`src/hdl/nnr_pkg.sv`:
```
// nnr_pkg: shared types and constants for nearest_point_within_radius.
// Used by nnr_ctrl, nnr_datapath and the top level; depends on nothing.
package nnr_pkg;

    localparam int NUM_CLASSES = 3;
    localparam int COORD_W     = 24;
    localparam int OUT_IDX_W   = 8;

    typedef enum logic [1:0] {
        ST_FOUND     = 2'd0,
        ST_NOT_FOUND = 2'd1,
        ST_INSERTED  = 2'd2,
        ST_REJECTED  = 2'd3
    } t_status;

    typedef enum logic {
        KIND_INSERT = 1'b0,
        KIND_QUERY  = 1'b1
    } t_kind;

    localparam logic [1:0] CLASS_NONE = 2'd3;

    typedef struct packed {
        t_kind                      kind;
        logic [2:0]                 level;
        logic [1:0]                 item_class;
        logic signed [COORD_W-1:0]  pos_x;
        logic signed [COORD_W-1:0]  pos_y;
        logic [COORD_W-1:0]         radius;
    } t_in;

    typedef struct packed {
        t_status                status;
        logic [OUT_IDX_W-1:0]   index;
    } t_out;

    typedef enum logic [2:0] {
        S_IDLE,
        S_INSERT,
        S_SCAN,
        S_DRAIN,
        S_RESULT
    } t_state;

    // controller -> datapath
    typedef struct packed {
        logic load;      // capture the accepted transaction
        logic ins_do;    // append point or reject
        logic rd_issue;  // read next stored point into the pipe
        logic finish;    // settle query result
        logic out_load;  // move result into the output register
    } t_cmd;

    // datapath -> controller
    typedef struct packed {
        logic is_query;
        logic scan_ok;   // valid table holding at least one point
        logic rd_last;   // current read index is the last stored point
        logic pipe_busy; // distance pipe still holds points
    } t_dp_stat;

    function automatic logic [OUT_IDX_W-1:0] low_index(input logic [31:0] v);
        return v[OUT_IDX_W-1:0];
    endfunction

endpackage

```
`src/hdl/nnr_ctrl.sv`:
```
// nnr_ctrl: sequencer for inserts and table scans.
// Depends on nnr_pkg (state, command and status types).
module nnr_ctrl (
    input  logic               i_clk,
    input  logic               i_rst_n,
    input  logic               i_in_valid,
    input  logic               i_out_free,
    input  nnr_pkg::t_dp_stat  i_stat,
    output logic               o_in_ready,
    output nnr_pkg::t_cmd      o_cmd
);

    nnr_pkg::t_state r_state, n_state;

    always_ff @(posedge i_clk) begin
        if (!i_rst_n) begin
            r_state <= nnr_pkg::S_IDLE;
        end else begin
            r_state <= n_state;
        end
    end

    // next state
    always_comb begin
        n_state = r_state;
        case (r_state)
            nnr_pkg::S_IDLE: begin
                if (i_in_valid) begin
                    n_state = nnr_pkg::S_SCAN;
                end
            end
            nnr_pkg::S_SCAN: begin
                // first cycle after load decides insert vs. query
                if (!i_stat.is_query) begin
                    n_state = nnr_pkg::S_RESULT;
                end else if (!i_stat.scan_ok) begin
                    n_state = nnr_pkg::S_RESULT;
                end else if (i_stat.rd_last) begin
                    n_state = nnr_pkg::S_DRAIN;
                end
            end
            nnr_pkg::S_INSERT: begin
                n_state = nnr_pkg::S_RESULT;
            end
            nnr_pkg::S_DRAIN: begin
                if (!i_stat.pipe_busy) begin
                    n_state = nnr_pkg::S_RESULT;
                end
            end
            nnr_pkg::S_RESULT: begin
                if (i_out_free) begin
                    n_state = nnr_pkg::S_IDLE;
                end
            end
            default: begin
                n_state = nnr_pkg::S_IDLE;
            end
        endcase
    end

    // outputs
    always_comb begin
        o_in_ready = 1'b0;
        o_cmd      = '0;
        case (r_state)
            nnr_pkg::S_IDLE: begin
                o_in_ready = 1'b1;
                o_cmd.load = i_in_valid;
            end
            nnr_pkg::S_SCAN: begin
                if (!i_stat.is_query) begin
                    o_cmd.ins_do = 1'b1;
                end else if (!i_stat.scan_ok) begin
                    o_cmd.finish = 1'b1;
                end else begin
                    o_cmd.rd_issue = 1'b1;
                end
            end
            nnr_pkg::S_INSERT: begin
                o_cmd.ins_do = 1'b1;
            end
            nnr_pkg::S_DRAIN: begin
                o_cmd.finish = !i_stat.pipe_busy;
            end
            nnr_pkg::S_RESULT: begin
                o_cmd.out_load = i_out_free;
            end
            default: begin
                o_in_ready = 1'b0;
            end
        endcase
    end

endmodule

```
`config.mk`:
```
export PLATFORM = sky130hd
export DESIGN_NAME = nnr_ctrl
export DESIGN_NICKNAME = d
export VERILOG_FILES = /design/src/hdl/nnr_pkg.sv /design/src/hdl/nnr_ctrl.sv
export SDC_FILE = /design/constraint.sdc
export NUM_CORES = 1
export LEC_CHECK = 0
export BUFFER_PORTS_ARGS = -buffer_cell sky130_fd_sc_hd__buf_2
export CORE_AREA = 2 2 39 41
export CTS_CLUSTER_SIZE = 12
export DETAILED_ROUTE_END_ITERATION = 10
export DIE_AREA = 0 0 41 43
export GPL_TIMING_DRIVEN = 0
export PLACE_DENSITY_LB_ADDON = 0.12
export RECOVER_POWER = 25
export SLEW_MARGIN = 15
export SYNTH_ARGS = -nofsm -noshare
export SYNTH_HDL_FRONTEND = slang
export SYNTH_SLANG_ARGS = --single-unit
```
`constraint.sdc`:
```
create_clock -name i_clk -period 1.33 [get_ports i_clk]
set_input_delay 0.266 -clock i_clk [delete_from_list [all_inputs] [get_ports i_clk]]
set_output_delay 0.266 -clock i_clk [all_outputs]
set_load 0.02 [all_outputs]
```
==> results by group <==
Clocking
  – Clk root buf: clkbuf_4
  – CTS Buf Count: 3
  – Reg clk slew, reported paths: around 40 ps
  – CTS tree: done
  – Hold_buf cts: 0
  – CTS max path bufs: 2
  – H-tree levels: 1
  – CTS Sinks: 3
  – Worst skew pair latency: 230 ps

GRT
  – First-pass GRT wire length: around 1300 um
  – Tot GR Track Use: 0.1122
  – Vias in the first global route: about 330
  – Initial antenna violation count: 0
  – Total global routing overflow: 0
  – Largest net degree at the start of global routing: 9

Synth
  – FFs w/ async S/R, synth: 0
  – #FFs+latches synth: 3
  – Ys flop type: dfxtp_1
  – Yosys warns: 0
  – Unique cell type count in the Yosys netlist: 22
  – Syn avg cell area: 7.436 um^2
  – Syn Inst Count: 35
  – Syn nets: between 40 and 50
  – EDFF count, synth: 0
  – Synth Cell Area: 260.3 um^2
  – Sequential fraction of the synthesis area: 0.2308

Drt
  – DRC: 0
  – Routed via count: roughly 340
  – Antenna viol nets, final: 0
  – DR vias/cell: about 4.4
  – 1st-iter DRT viols: 6
  – Routed length per placed instance: around 10 um
  – DR pass1 iterations: 4
  – Final wirelength: 807 um

Finish
  – Area delta synth->final: 121.2%
  – Total Nets Final: between 70 and 80
  – Design area: 575.6 um^2
  – Max reg flops: 3
  – Layout cell share with drive strength beyond 1: 0.7419
  – Biggest registers after layout: r_state x3
  – Diodes inserted: 0
  – Biggest register: r_state

Floorplanning
  – Std cell rows: 14
  – Horiz. Die Dim: around 41 um
  – Number of I/O pins: 14
  – Initial cell density of the core: 0.1881
  – Area of the core: 1384 um^2
  – Die area: 1763 um^2
  – Die span in y: ~43 um

STA
  – Fin crit period: roughly 1500 ps
  – Slew Limit Fails: 0
  – Sum Neg Setup Slack: -1184 ps
  – Final setup fails: 9
  – Setup skew after layout: approximately 3.7 ps
  – Final Hold Vio Count: 0
  – Slew HR: 0.7488
  – Fmax: roughly 650 MHz
  – Slack of the critical path: -203.7 ps
  – Actual slew at the worst max-slew pin: 374.0 ps
  – Unrepaired setup endpoints after global routing: true
  – Hold WS: roughly 290 ps
  – Final period utilization: 1.153

Power
  – PwrDens: approximately 1200 nW/um^2
  – Tot Pwr: 688.2 uW
  – Worst vdd ir: about 0.0004 V
  – LEAKAGE: between 0.0002 and 0.0003 uW

Place
  – Placed wire-length estimate: 504.7 um
  – Placed cell area: 360.3 um^2
  – Pre-CTS setup slack: -213.9 ps
  – Routability cong.: approximately 0.6
  – I/O Buffers: 13

Setup path
  – Crit path DAT: ~1300 ps
  – Critical path's slowest cell: or3_4
  – CP startpoint kind: flip-flop
  – WP data required: 1060 ps
  – Max incr delay on CP: around 410 ps
  – Crit path kind: reg -> out
  – CP Max Fanout: 4
  – Crit path cell chain: or3_4 > inv_4 > and2_4 > buf_6
  – Crit. End Element: output port

Outcome
  – Failing checks: negative setup slack
  – Outcome: complete, but fails checks

Flow run
  – Total of max-cap violations: 0

Min path
  – Worst Hold Class: in -> reg
[layer usage]
metal,vias to the layer above,GRT usage,wire [um]
met5,-,0,0
met4,0,0.08000,0
met3,0,0.03141,32
met2,9,0.1781,428
met1,158,0.1182,346
li1,174,-,-
[placed cells by master (no fill, tap or decap), types with 2 or more instances in the layout]
master	n
buf_4	11
buf_2	7
buf_6	7
nand2_1	3
clkbuf_4	3
or3_4	2
nor2_4	2
inv_1	2
o21ai_0	2
dfxtp_4	2
[worst paths after layout]
check	cells after the start	endpoint	slack, ps	startpoint
setup / recovery	4	o_cmd[4]	-200	r_state[2]$_SDFFE_PN0P_
hold / removal	3	r_state[1]$_SDFFE_PN0P_	290	i_rst_n
setup reg to reg	5	r_state[1]$_SDFFE_PN0P_	-140	r_state[2]$_SDFFE_PN0P_
hold reg to reg	3	r_state[2]$_SDFFE_PN0P_	620	r_state[2]$_SDFFE_PN0P_
[what timing repair did]
action | 4_1_cts | 5_1_grt
cloned | 0 | 0
pin swaps | 5 | 5
setup buffers | 9 | 4
endpoints found under the setup margin | 9 | 9
gates resized for setup | 22 | 15
hold endpoints to repair | 0 | 0
[layout make-up]
type                    instances  area [um^2]
fillers                       143        808.3
flip-flops and latches          3        68.82
clock buffers                   4        26.28
inverters                       4        17.52
plain buffers                   1        15.01
repair buffers                 25        196.4
well taps                      16        20.02
multi-input cells              25        231.5
[stage by stage]
stage,instances,util
2_1_floorplan,35,-
3_3_place_gp,64,0.2604
3_5_place_dp,64,0.2604
4_1_cts,77,0.3779
5_1_grt,78,0.4159
6_report,78,0.4159
[cell families (layout without fill, tap and decap cells)]
| family | after synthesis | after routing | synth area share |
|---|---|---|---|
| flip-flops | 3 | 3 | 0.2308 |
| buffers and inverters | 7 | 34 | 0.1202 |
| AO/OA/AOI/OAI | 7 | 7 | 0.2067 |
| multiplexers | 3 | 3 | 0.1346 |
| AND/OR/NAND/NOR | 15 | 15 | 0.3077 |
[synthesized netlist by cell type (all sizes together), types with 2 or more instances]
master  n  area, um^2
inv     4       15.01
mux2i   2       20.02
o21ai   2       10.01
or3     2       12.51
buf     2       12.51
dfxtp   3       60.06
nand2   3       11.26
nor3    2       10.01
nor2    3       11.26
[where the power goes]
group / internal [uW] / leakage [uW] / switching [uW]
clock network: 112 / 0.0000150 / 45.2
logic: 235 / 0.000225 / 166
registers: 109 / 0.0000264 / 21.0
[worst max-delay path: cells and delay by family (launching register included)]
kind                   cells  cell delay [ps]
buffers and inverters      2              160
and+or+nand+nor            2              530
DFF                        1              350
(Power assumes the default switching activity.)
